### src/rtl/wsmc_pkg.sv
// Shared types and constants for the word substring match counter.
package wsmc_pkg;

   localparam int KEY_MAX_DEFAULT    = 16;
   localparam int COUNT_BITS_DEFAULT = 32;

   localparam int CHAR_BITS   = 8;
   localparam int LEN_BITS    = 5;
   localparam int KEYREG_BITS = 64;
   localparam int CSR_BITS    = 2;
   localparam int TOTAL_BITS  = 32;

   // Configuration register indexes.
   localparam logic [CSR_BITS-1:0] CSR_KEY_LOW  = 2'd0;
   localparam logic [CSR_BITS-1:0] CSR_KEY_HIGH = 2'd1;
   localparam logic [CSR_BITS-1:0] CSR_KEY_LEN  = 2'd2;

   localparam logic [CHAR_BITS-1:0] CHAR_UPPER_A = 8'h41;
   localparam logic [CHAR_BITS-1:0] CHAR_UPPER_Z = 8'h5A;
   localparam logic [CHAR_BITS-1:0] CHAR_LOWER_A = 8'h61;
   localparam logic [CHAR_BITS-1:0] CHAR_LOWER_Z = 8'h7A;
   localparam logic [CHAR_BITS-1:0] CHAR_SPACE   = 8'h20;
   localparam logic [CHAR_BITS-1:0] CHAR_TAB     = 8'h09;
   localparam logic [CHAR_BITS-1:0] CHAR_CR      = 8'h0D;
   localparam logic [CHAR_BITS-1:0] CASE_BIT     = 8'h20;

   // Control broadcast from the top level to every match cell.
   typedef struct packed {
      logic                 step;
      logic                 clear;
      logic [CHAR_BITS-1:0] letter;
      logic [LEN_BITS-1:0]  length;
   } cell_ctl_type;

endpackage

### src/rtl/word_substring_match_counter.sv
// Top level: streaming word counter with substring hit counting.
//
// Text enters on the req_ channel one byte per transaction, with
// req_line_last set on the last byte of each line. Letters form words,
// whitespace or a line end closes a word, other bytes are skipped.
// Every input transaction yields exactly one rsp_ transaction carrying the
// word and hit totals after that byte and a flag for a word that closed.
// The result is registered: it is valid in the cycle after acceptance.
// Throughput is one byte per cycle unless the receiver stalls, set by the row of
// match cells, which all update their partial-match bits in parallel on each letter.
// The totals live in the output register itself; when the receiver stalls,
// req_ready drops until the pending result is taken, and a new byte is
// taken in the same cycle that the old result leaves.
// The csr_ channel writes the key (low chars, high chars, length) and is
// always ready; write it only while no transaction is in flight.
// Synchronous reset clears the key, the word state, both counters and the
// output valid; no clearing pass is needed.
module word_substring_match_counter #(
   parameter int KEY_MAX    = wsmc_pkg::KEY_MAX_DEFAULT,
   parameter int COUNT_BITS = wsmc_pkg::COUNT_BITS_DEFAULT
) (
   input  logic                             clock,
   input  logic                             reset,
   input  logic                             req_valid,
   output logic                             req_ready,
   input  logic [wsmc_pkg::CHAR_BITS-1:0]   req_text_byte,
   input  logic                             req_line_last,
   output logic                             rsp_valid,
   input  logic                             rsp_ready,
   output logic [wsmc_pkg::TOTAL_BITS-1:0]  rsp_word_total,
   output logic [wsmc_pkg::TOTAL_BITS-1:0]  rsp_hit_total,
   output logic                             rsp_word_closed,
   input  logic                             csr_valid,
   output logic                             csr_ready,
   input  logic [wsmc_pkg::CSR_BITS-1:0]    csr_index,
   input  logic [wsmc_pkg::KEYREG_BITS-1:0] csr_data
);

   localparam logic [wsmc_pkg::LEN_BITS-1:0] LEN_MAX = wsmc_pkg::LEN_BITS'(KEY_MAX);

   logic [wsmc_pkg::KEYREG_BITS-1:0]   key_low_ff;
   logic [wsmc_pkg::KEYREG_BITS-1:0]   key_high_ff;
   logic [wsmc_pkg::LEN_BITS-1:0]      key_len_ff;
   logic [2*wsmc_pkg::KEYREG_BITS-1:0] key_chars;
   logic [wsmc_pkg::LEN_BITS-1:0]      len_used;

   logic inside_ff;
   logic inside_in;
   logic hit_ff;
   logic hit_in;
   logic rsp_valid_ff;
   logic rsp_valid_in;
   logic closed_ff;
   logic closed_in;

   logic                           accept;
   logic [wsmc_pkg::CHAR_BITS-1:0] lower;
   logic                           is_letter;
   logic                           is_space;
   logic                           word_close;
   logic                           word_hit;
   wsmc_pkg::cell_ctl_type         ctl;

   logic [KEY_MAX:0]   chain_bits;
   logic [KEY_MAX-1:0] tail_hits;

   logic [COUNT_BITS-1:0]                      word_cnt;
   logic [COUNT_BITS-1:0]                      hit_cnt;
   logic [COUNT_BITS+wsmc_pkg::TOTAL_BITS-1:0] word_ext;
   logic [COUNT_BITS+wsmc_pkg::TOTAL_BITS-1:0] hit_ext;

   // Configuration registers.
   assign csr_ready = 1'b1;

   always_ff @(posedge clock) begin
      if (reset) begin
         key_low_ff  <= '0;
         key_high_ff <= '0;
         key_len_ff  <= '0;
      end else if (csr_valid) begin
         case (csr_index)
            wsmc_pkg::CSR_KEY_LOW:  key_low_ff  <= csr_data;
            wsmc_pkg::CSR_KEY_HIGH: key_high_ff <= csr_data;
            wsmc_pkg::CSR_KEY_LEN:  key_len_ff  <= csr_data[wsmc_pkg::LEN_BITS-1:0];
            default: ;
         endcase
      end
   end

   assign key_chars = {key_high_ff, key_low_ff};
   assign len_used  = (key_len_ff > LEN_MAX) ? LEN_MAX : key_len_ff;

   // Byte classification.
   assign req_ready = !rsp_valid_ff || rsp_ready;
   assign accept    = req_valid && req_ready;

   always_comb begin
      lower = req_text_byte;
      if (req_text_byte >= wsmc_pkg::CHAR_UPPER_A && req_text_byte <= wsmc_pkg::CHAR_UPPER_Z) begin
         lower = req_text_byte | wsmc_pkg::CASE_BIT;
      end
   end

   assign is_letter = lower >= wsmc_pkg::CHAR_LOWER_A && lower <= wsmc_pkg::CHAR_LOWER_Z;
   assign is_space  = (lower == wsmc_pkg::CHAR_SPACE) ||
                      (lower >= wsmc_pkg::CHAR_TAB && lower <= wsmc_pkg::CHAR_CR);

   // A letter that carries the line end opens or extends a word and closes it at once.
   assign word_close = (inside_ff || is_letter) && (is_space || req_line_last);

   assign ctl.step   = accept && is_letter;
   assign ctl.clear  = accept && word_close;
   assign ctl.letter = lower;
   assign ctl.length = len_used;

   // Match cells: cell j passes its bit to cell j+1; cell 0 always sees a fresh start.
   assign chain_bits[0] = 1'b1;

   for (genvar j = 0; j < KEY_MAX; j++) begin : g_cell
      wsmc_match_cell #(
         .POS(j)
      ) u_cell (
         .clock    (clock),
         .reset    (reset),
         .ctl      (ctl),
         .key_char (key_chars[wsmc_pkg::CHAR_BITS*j +: wsmc_pkg::CHAR_BITS]),
         .prev_bit (chain_bits[j]),
         .match_ff (chain_bits[j+1]),
         .tail_hit (tail_hits[j])
      );
   end

   always_comb begin
      word_hit = hit_ff;
      if (is_letter) begin
         word_hit = (inside_ff ? hit_ff : (len_used == '0)) || (|tail_hits);
      end
   end

   always_comb begin
      inside_in    = inside_ff;
      hit_in       = hit_ff;
      closed_in    = closed_ff;
      rsp_valid_in = rsp_valid_ff && !rsp_ready;
      if (accept) begin
         inside_in    = (inside_ff || is_letter) && !word_close;
         hit_in       = word_hit && !word_close;
         closed_in    = word_close;
         rsp_valid_in = 1'b1;
      end
   end

   always_ff @(posedge clock) begin
      if (reset) begin
         inside_ff    <= 1'b0;
         hit_ff       <= 1'b0;
         rsp_valid_ff <= 1'b0;
         closed_ff    <= 1'b0;
      end else begin
         inside_ff    <= inside_in;
         hit_ff       <= hit_in;
         rsp_valid_ff <= rsp_valid_in;
         closed_ff    <= closed_in;
      end
   end

   // The counters double as the output payload register.
   wsmc_sat_counter #(
      .COUNT_BITS(COUNT_BITS)
   ) u_word_cnt (
      .clock    (clock),
      .reset    (reset),
      .inc      (accept && word_close),
      .count_ff (word_cnt)
   );

   wsmc_sat_counter #(
      .COUNT_BITS(COUNT_BITS)
   ) u_hit_cnt (
      .clock    (clock),
      .reset    (reset),
      .inc      (accept && word_close && word_hit),
      .count_ff (hit_cnt)
   );

   assign word_ext = {{wsmc_pkg::TOTAL_BITS{1'b0}}, word_cnt};
   assign hit_ext  = {{wsmc_pkg::TOTAL_BITS{1'b0}}, hit_cnt};

   assign rsp_valid       = rsp_valid_ff;
   assign rsp_word_total  = word_ext[wsmc_pkg::TOTAL_BITS-1:0];
   assign rsp_hit_total   = hit_ext[wsmc_pkg::TOTAL_BITS-1:0];
   assign rsp_word_closed = closed_ff;

   a_hit_le_word: assert property (@(posedge clock) disable iff (reset)
      hit_cnt <= word_cnt)
      else $error("hit count exceeds word count");

   a_word_monotonic: assert property (@(posedge clock) disable iff (reset)
      !reset |=> word_cnt >= $past(word_cnt))
      else $error("word count decreased");

   a_idle_bits_clear: assert property (@(posedge clock) disable iff (reset)
      !inside_ff |-> (chain_bits[KEY_MAX:1] == '0) && !hit_ff)
      else $error("match state left over outside a word");

   a_accept_gives_rsp: assert property (@(posedge clock) disable iff (reset)
      accept |=> rsp_valid_ff)
      else $error("accepted byte produced no result");

endmodule

### src/rtl/wsmc_match_cell.sv
// One shift-and match cell: holds one key position's partial-match bit.
module wsmc_match_cell #(
   parameter int POS = 0
) (
   input  logic                           clock,
   input  logic                           reset,
   input  wsmc_pkg::cell_ctl_type         ctl,
   input  logic [wsmc_pkg::CHAR_BITS-1:0] key_char,
   input  logic                           prev_bit,
   output logic                           match_ff,
   output logic                           tail_hit
);

   localparam logic [wsmc_pkg::LEN_BITS-1:0] POS_CODE  = wsmc_pkg::LEN_BITS'(POS);
   localparam logic [wsmc_pkg::LEN_BITS-1:0] POS_NEXT  = wsmc_pkg::LEN_BITS'(POS + 1);

   logic used;
   logic tail;
   logic step_bit;
   logic match_in;

   assign used     = POS_CODE < ctl.length;
   assign tail     = POS_NEXT == ctl.length;
   assign step_bit = prev_bit && used && (key_char == ctl.letter);

   // The bit seen by the hit logic is the one after this letter, before any close.
   assign tail_hit = ctl.step && tail && step_bit;

   always_comb begin
      match_in = match_ff;
      if (ctl.step) begin
         match_in = step_bit;
      end
      if (ctl.clear) begin
         match_in = 1'b0;
      end
   end

   always_ff @(posedge clock) begin
      if (reset) begin
         match_ff <= 1'b0;
      end else begin
         match_ff <= match_in;
      end
   end

endmodule

### src/rtl/wsmc_sat_counter.sv
// Saturating event counter.
module wsmc_sat_counter #(
   parameter int COUNT_BITS = wsmc_pkg::COUNT_BITS_DEFAULT
) (
   input  logic                  clock,
   input  logic                  reset,
   input  logic                  inc,
   output logic [COUNT_BITS-1:0] count_ff
);

   logic [COUNT_BITS-1:0] count_in;

   always_comb begin
      count_in = count_ff;
      if (inc && (count_ff != {COUNT_BITS{1'b1}})) begin
         count_in = count_ff + COUNT_BITS'(1);
      end
   end

   always_ff @(posedge clock) begin
      if (reset) begin
         count_ff <= '0;
      end else begin
         count_ff <= count_in;
      end
   end

endmodule
### config.mk
export PLATFORM = sky130hd
export DESIGN_NAME = word_substring_match_counter
export DESIGN_NICKNAME = d
export VERILOG_FILES = /design/src/rtl/wsmc_pkg.sv /design/src/rtl/word_substring_match_counter.sv /design/src/rtl/wsmc_match_cell.sv /design/src/rtl/wsmc_sat_counter.sv
export SDC_FILE = /design/constraint.sdc
export NUM_CORES = 1
export LEC_CHECK = 0
export ABC_CLOCK_PERIOD_IN_PS = 4400
export BUFFER_PORTS_ARGS = -buffer_cell sky130_fd_sc_hd__buf_2
export CAP_MARGIN = 20
export CORE_UTILIZATION = 45
export CTS_BUF_LIST = sky130_fd_sc_hd__clkbuf_4 sky130_fd_sc_hd__clkbuf_8
export DETAILED_ROUTE_END_ITERATION = 16
export PLACE_DENSITY_LB_ADDON = 0.3
export SLEW_MARGIN = 30
export SYNTH_ARGS = -nofsm -noshare
export SYNTH_HDL_FRONTEND = slang
export SYNTH_SLANG_ARGS = --single-unit
### constraint.sdc
create_clock -name clock -period 4.4 [get_ports clock]
set_input_delay 0.66 -clock clock [delete_from_list [all_inputs] [get_ports clock]]
set_output_delay 0.66 -clock clock [all_outputs]
set_load 0.02 [all_outputs]
==> flow_metrics.py, run 1 <==
metrics = {
    "logic_synthesis": {
        "synth_cells": 1326,
        "synthAdderAreaFrac_pct": 0.240,
        "yosys_register_bits": 216,
        "ys_types": 63,
        "synthArstFlopShare_pct": 0,
        "synthSimpleGateAreaFrac_pct": 27.9,
        "synth.net_count": 1408,
        "synth_area_mm2": 0.0104,
        "synth_compound_area_share_pct": 12.6,
        "synth_area_leaders": "dfxtp_1 41%, nand2_1 11%, a21oi_1 7.9%",
        "yosys.area.top_type": "dfxtp_1",
        "ys_seq_area_share_pct": 41.4,
        "synthXorXnorAreaFrac_pct": 11.9,
        "synth_common_cells": "309 x nand2_1, 216 x dfxtp_1, 165 x a21oi_1",
        "ys.flop_type": "dfxtp_1",
        "synth.top_cell.area_share_pct": 41.4,
        "yosysMostFrequentCell": "nand2_1",
        "synth_edf_count": 0,
        "yosys_warnings": 0,
        "synth_top_family_by_area": "simple AND/OR/NAND/NOR gates",
        "synth_area_per_cell_um2": 7.87,
        "synthMuxAreaShare_pct": 1.75,
    },
    "place": {
        "port_buffers": 146,
        "dp_hpwl_um": 19500,
        "gp_congestion": 0.928,
    },
    "global_route": {
        "grt_util_all_layers_pct": 24.0,
        "grt_max_degree": 112,
        "grt_overflow_total": 0,
        "grt_antenna_before_repair": 3,
        "grt_pass1_wl_um": 46300,
        "grt_pass1_vias": 8790,
    },
    "clock_tree": {
        "ctsResizeCount": 0,
        "clk_transition_reported_paths_ps": 60,
        "cts-hold-fix-buffers": 0,
        "cts_buffers": 40,
        "cts_tree": "built",
        "cts.sinks": 216,
        "root_buffer": "clkbuf_8",
        "cts_buffer_depth": 3,
        "clkLatencyLatePin_ps": 530,
        "htreeDepth": 2,
        "post-cts-setup-buffer-count": 0,
    },
    "critical_path": {
        "r2r-end": "u_hit_cnt.count_ff[23]$_SDFFE_PP0P_",
        "reg2reg_depth": 10,
        "rr_startpoint": "key_len_ff[4]$_SDFFE_PP0P_",
        "rrSetupSlack_ps": 520,
        "crit_fanout": 38,
        "critPathLaunchType": "flip-flop",
        "arrival_ps": 4290,
        "cp.required_ps": 4820,
        "critPathKind": "flip-flop to flip-flop",
        "worstSetupEndpointType": "flip-flop",
    },
    "power": {
        "p_per_area_mw_per_mm2": 363,
        "p_leak_uw": 0.00466,
        "ir_worst_vdd_mv": 0.250,
    },
    "run_status": {
        "status": "complete, no violations",
    },
    "timing": {
        "period_share_pct": 88.1,
        "tightest_slew_ps": 951,
        "finClkSkew_ps": 14.1,
        "setup-violations-final": 0,
        "hold_violations": 0,
        "tns_ps": 0,
        "clock.fmax_ghz": 0.258,
        "slew-limit-headroom_pct": 36.4,
        "period_minus_slack_ps": 3880,
        "rsz0062_at_grt": "false",
        "whs_ps": 378,
        "drv_slew": 0,
    },
    "hold_path": {
        "hold_class": "primary input to flip-flop",
        "hold_depth": 3,
        "min_from": "csr_data[14]",
        "worstHoldEndpoint": "key_high_ff[14]$_SDFFE_PP0P_",
    },
    "layout": {
        "finalNetCount": 1531,
        "fin_util_pct": 53.8,
        "drive_gt1_share_pct": 18.3,
        "syn2layout_area_growth_pct": 17.1,
    },
    "detailed_routing": {
        "via_per_inst": 5.47,
        "drt_first_pass_iters": 5,
        "wirelength_um": 28900,
        "drc": 0,
        "via_count": 9650,
        "drtIter0Drc": 538,
        "avgRoutedWirePerCell_um": 16.4,
        "ant_nets": 0,
    },
    "die": {
        "io-pin-count": 148,
        "initial_core_util_pct": 46.0,
        "fp.dieArea_mm2": 0.0238,
        "rows": 55,
        "die_h_um": 154,
        "die_w_um": 154,
        "core_mm2": 0.0227,
    },
    "flow_run": {
        "cap_violations": 0,
    },
}
-- worst max-delay path, cell delays in order (launching register included) --
cell       delay (ps)
dfxtp_1           800
nor2_1            320
a2111oi_0         450
nand4_1           130
nor4_1            480
a31oi_1           180
o2bb2ai_2         220
o211ai_4          340
buf_4             320
o31a_1            300
o21ba_2           200
-- placed cells by master (no fill, tap or decap), types with 8 or more instances in the layout --
master,instances
a21oi_1,165
and3_1,12
buf_2,145
buf_4,21
clkbuf_4,12
clkbuf_8,50
dfxtp_1,216
inv_1,14
mux2_2,8
nand2_1,309
nand3_1,44
nand4_1,33
nor2_1,81
nor2b_1,14
nor3_1,25
nor4_1,36
o21ai_0,19
or3_1,19
or4_1,8
xnor2_1,58
xor2_1,84
-- kinds of logic after synthesis --
group / after synthesis
AOI/OAI and AO/OA: 224
xor gates and xnor gates: 142
adders and majority gates: 2
buffers and inverters: 101
DFF: 216
muxes: 17
other: 1
and+or+nand+nor: 623
-- per-stage QoR --
stage	instance area (µm²)	setup slack [ps]	std cells	total power (µW)
after floorplan	10400	1080	1326	2300
after global placement	11400	460	1692	2420
after detailed placement	11400	385	1692	2430
after CTS	12200	571	1761	4490
after global routing	12200	321	1763	4640
final	12200	524	1763	4440
-- power breakdown --
group	total, µW	internal (µW)	switching, µW
registers	2040	2000	39.3
logic	348	128	220
clock network	2050	1240	816
total	4440	3370	1080
-- state kept, by name, indices dropped and copies added (netlist names) --
signal and cells:
hit_ff 1, key_low_ff 64, rsp_valid 1, key_high_ff 64
g_cell.u_cell.match_ff 15, u_word_cnt.count_ff 32, u_hit_cnt.count_ff 32, inside_ff 1
key_len_ff 5, rsp_word_closed 1
-- layer usage --
layer / GRT usage (%) / up-vias / wire, µm
met1: 33.3 / 4570 / 13400
li1: - / 4780 / -
met2: 38.0 / 248 / 13400
met5: 0 / - / 10
met4: 6.60 / 2 / 586
met3: 4.71 / 50 / 1480
-- worst max-delay path by stage --
stage                                    start                             endpoint  cells past startpoint
floorplan                            rsp_ready  u_hit_cnt.count_ff[11]$_SDFFE_PP0P_                     10
global placement              req_text_byte[7]  u_hit_cnt.count_ff[23]$_SDFFE_PP0P_                     11
detailed placement            req_text_byte[7]  u_hit_cnt.count_ff[23]$_SDFFE_PP0P_                     11
CTS                 key_len_ff[4]$_SDFFE_PP0P_  u_hit_cnt.count_ff[23]$_SDFFE_PP0P_                     10
global route        key_len_ff[4]$_SDFFE_PP0P_  u_hit_cnt.count_ff[22]$_SDFFE_PP0P_                     10
finish              key_len_ff[4]$_SDFFE_PP0P_  u_hit_cnt.count_ff[23]$_SDFFE_PP0P_                     10
-- area by class of cell --
cell class,instances,area (µm²)
timing repair buffer,168,915
tap,285,357
antenna,2,5.00
fill,2226,10500
multi-input combinational,1009,5710
clock buffer,62,778
inverter,14,52.6
sequential,216,4320
clock inverter,7,87.6
Note: power is estimated with default switching activity, not from simulation.
==> run 2, diff against run 1 <==
--- a/config.mk
+++ b/config.mk
@@ -8,9 +8,11 @@
 export ABC_CLOCK_PERIOD_IN_PS = 4400
 export BUFFER_PORTS_ARGS = -buffer_cell sky130_fd_sc_hd__buf_2
 export CAP_MARGIN = 20
+export CORE_MARGIN = 2
 export CORE_UTILIZATION = 45
 export CTS_BUF_LIST = sky130_fd_sc_hd__clkbuf_4 sky130_fd_sc_hd__clkbuf_8
 export DETAILED_ROUTE_END_ITERATION = 16
+export MAX_ROUTING_LAYER = met4
 export PLACE_DENSITY_LB_ADDON = 0.3
 export SLEW_MARGIN = 30
 export SYNTH_ARGS = -nofsm -noshare
==> flow_metrics.py, run 2 (synthesized netlist as in run 1, its figures left out) <==
metrics = {
    "timing": {
        "tns_ps": 0,
        "finClkSkew_ps": 25.9,
        "period_share_pct": 88.3,
        "setup-violations-final": 0,
        "clock.fmax_ghz": 0.258,
        "tightest_slew_ps": 989,
        "period_minus_slack_ps": 3880,
        "rsz0062_at_grt": "false",
        "slew-limit-headroom_pct": 34.1,
        "hold_violations": 0,
        "drv_slew": 0,
        "whs_ps": 363,
    },
    "global_route": {
        "grt_pass1_vias": 9019,
        "grt_antenna_before_repair": 2,
        "grt_pass1_wl_um": 46800,
        "grt_overflow_total": 0,
        "grt_util_all_layers_pct": 24.2,
        "grt_max_degree": 129,
    },
    "critical_path": {
        "crit_fanout": 38,
        "worstSetupEndpointType": "flip-flop",
        "critPathLaunchType": "flip-flop",
        "arrival_ps": 4300,
        "cp.required_ps": 4820,
        "critPathKind": "flip-flop to flip-flop",
    },
    "detailed_routing": {
        "ant_nets": 0,
        "via_count": 9636,
        "wirelength_um": 29200,
        "via_per_inst": 5.46,
        "drc": 0,
        "avgRoutedWirePerCell_um": 16.6,
        "drtIter0Drc": 572,
        "drt_first_pass_iters": 5,
    },
    "clock_tree": {
        "root_buffer": "clkbuf_8",
        "cts_tree": "built",
        "cts_buffer_depth": 3,
        "cts-hold-fix-buffers": 0,
        "clkLatencyLatePin_ps": 550,
        "cts.sinks": 216,
        "htreeDepth": 2,
        "cts_buffers": 39,
        "post-cts-setup-buffer-count": 0,
        "ctsResizeCount": 0,
        "clk_transition_reported_paths_ps": 70,
    },
    "layout": {
        "layout_common_cells": "309 x nand2_1, 216 x dfxtp_1, 165 x a21oi_1, 145 x buf_2, 84 x xor2_1",
        "finalNetCount": 1528,
        "drive_gt1_share_pct": 18.3,
        "largestRegisters": "key_high_ff x64, key_low_ff x64",
        "syn2layout_area_growth_pct": 16.5,
        "final_common_cell": "nand2_1",
        "design_area_mm2": 0.0122,
    },
    "power": {
        "p_leak_uw": 0.00463,
        "ir_worst_vdd_mv": 0.278,
        "finalPower_uw": 4350,
        "p_per_area_mw_per_mm2": 358,
    },
    "place": {
        "place_area_mm2": 0.0113,
        "port_buffers": 146,
        "dp_hpwl_um": 19800,
        "gp_congestion": 0.942,
    },
    "die": {
        "io-pin-count": 148,
        "core_mm2": 0.0227,
        "die_h_um": 156,
        "die_w_um": 156,
        "initial_core_util_pct": 46.0,
        "rows": 55,
        "fp.dieArea_mm2": 0.0244,
    },
    "run_status": {
        "status": "complete, no violations",
    },
    "hold_path": {
        "hold_class": "primary input to flip-flop",
    },
    "flow_run": {
        "cap_violations": 0,
    },
}
==> run 2: final cells by class <==
| class | count | area (µm²) |
|---|---|---|
| timing repair buffer | 166 | 887 |
| clock buffer | 66 | 790 |
| multi-input combinational | 1009 | 5710 |
| clock inverter | 6 | 38.8 |
| antenna | 2 | 5.00 |
| inverter | 14 | 52.6 |
| tap | 285 | 357 |
| sequential | 216 | 4320 |
| fill | 2249 | 10500 |
==> run 2: final timing paths <==
kind	startpoint	end	slack (ps)	cells past startpoint
worst max-delay path	key_len_ff[3]$_SDFFE_PP0P_	u_hit_cnt.count_ff[13]$_SDFFE_PP0P_	520	9
worst max register to register	key_len_ff[3]$_SDFFE_PP0P_	u_hit_cnt.count_ff[13]$_SDFFE_PP0P_	520	9
worst min-delay path	csr_data[15]	key_high_ff[15]$_SDFFE_PP0P_	360	3
worst min register to register	g_cell[0].u_cell.match_ff$_SDFFE_PP0P_	g_cell[0].u_cell.match_ff$_SDFFE_PP0P_	460	2
==> run 2: per-stage QoR <==
step	utilization [%]	setup slack, ps	instances
2_1_floorplan	-	1080	1326
5_1_grt	53.6	369	1764
4_1_cts	53.5	655	1762
3_3_place_gp	49.9	426	1690
3_5_place_dp	49.9	320	1690
6_report	53.6	517	1764
==> run 2: report_power, final <==
group	leakage, µW	internal, µW	switching [µW]	total [µW]
sequential	0.00175	2000	38.8	2040
combinational	0.00244	126	220	346
clock	0.000442	1130	836	1970
==> run 2: critical path, stage by stage, from the launching register on <==
cell,delay (ps)
dfxtp_1,700
nor2_1,280
a2111oi_0,530
nand4_1,150
nor4_1,520
a31oi_1,190
o2bb2ai_2,220
o211ai_4,320
nor4b_1,470
mux2_1,370
==> run 2: per-layer routing <==
metal	track usage (%)	routed length, µm	vias up
met5	-	0	-
met4	7.78	657	0
met3	3.71	1560	58
met2	36.8	13300	266
met1	33.2	13700	4535
li1	-	-	4777
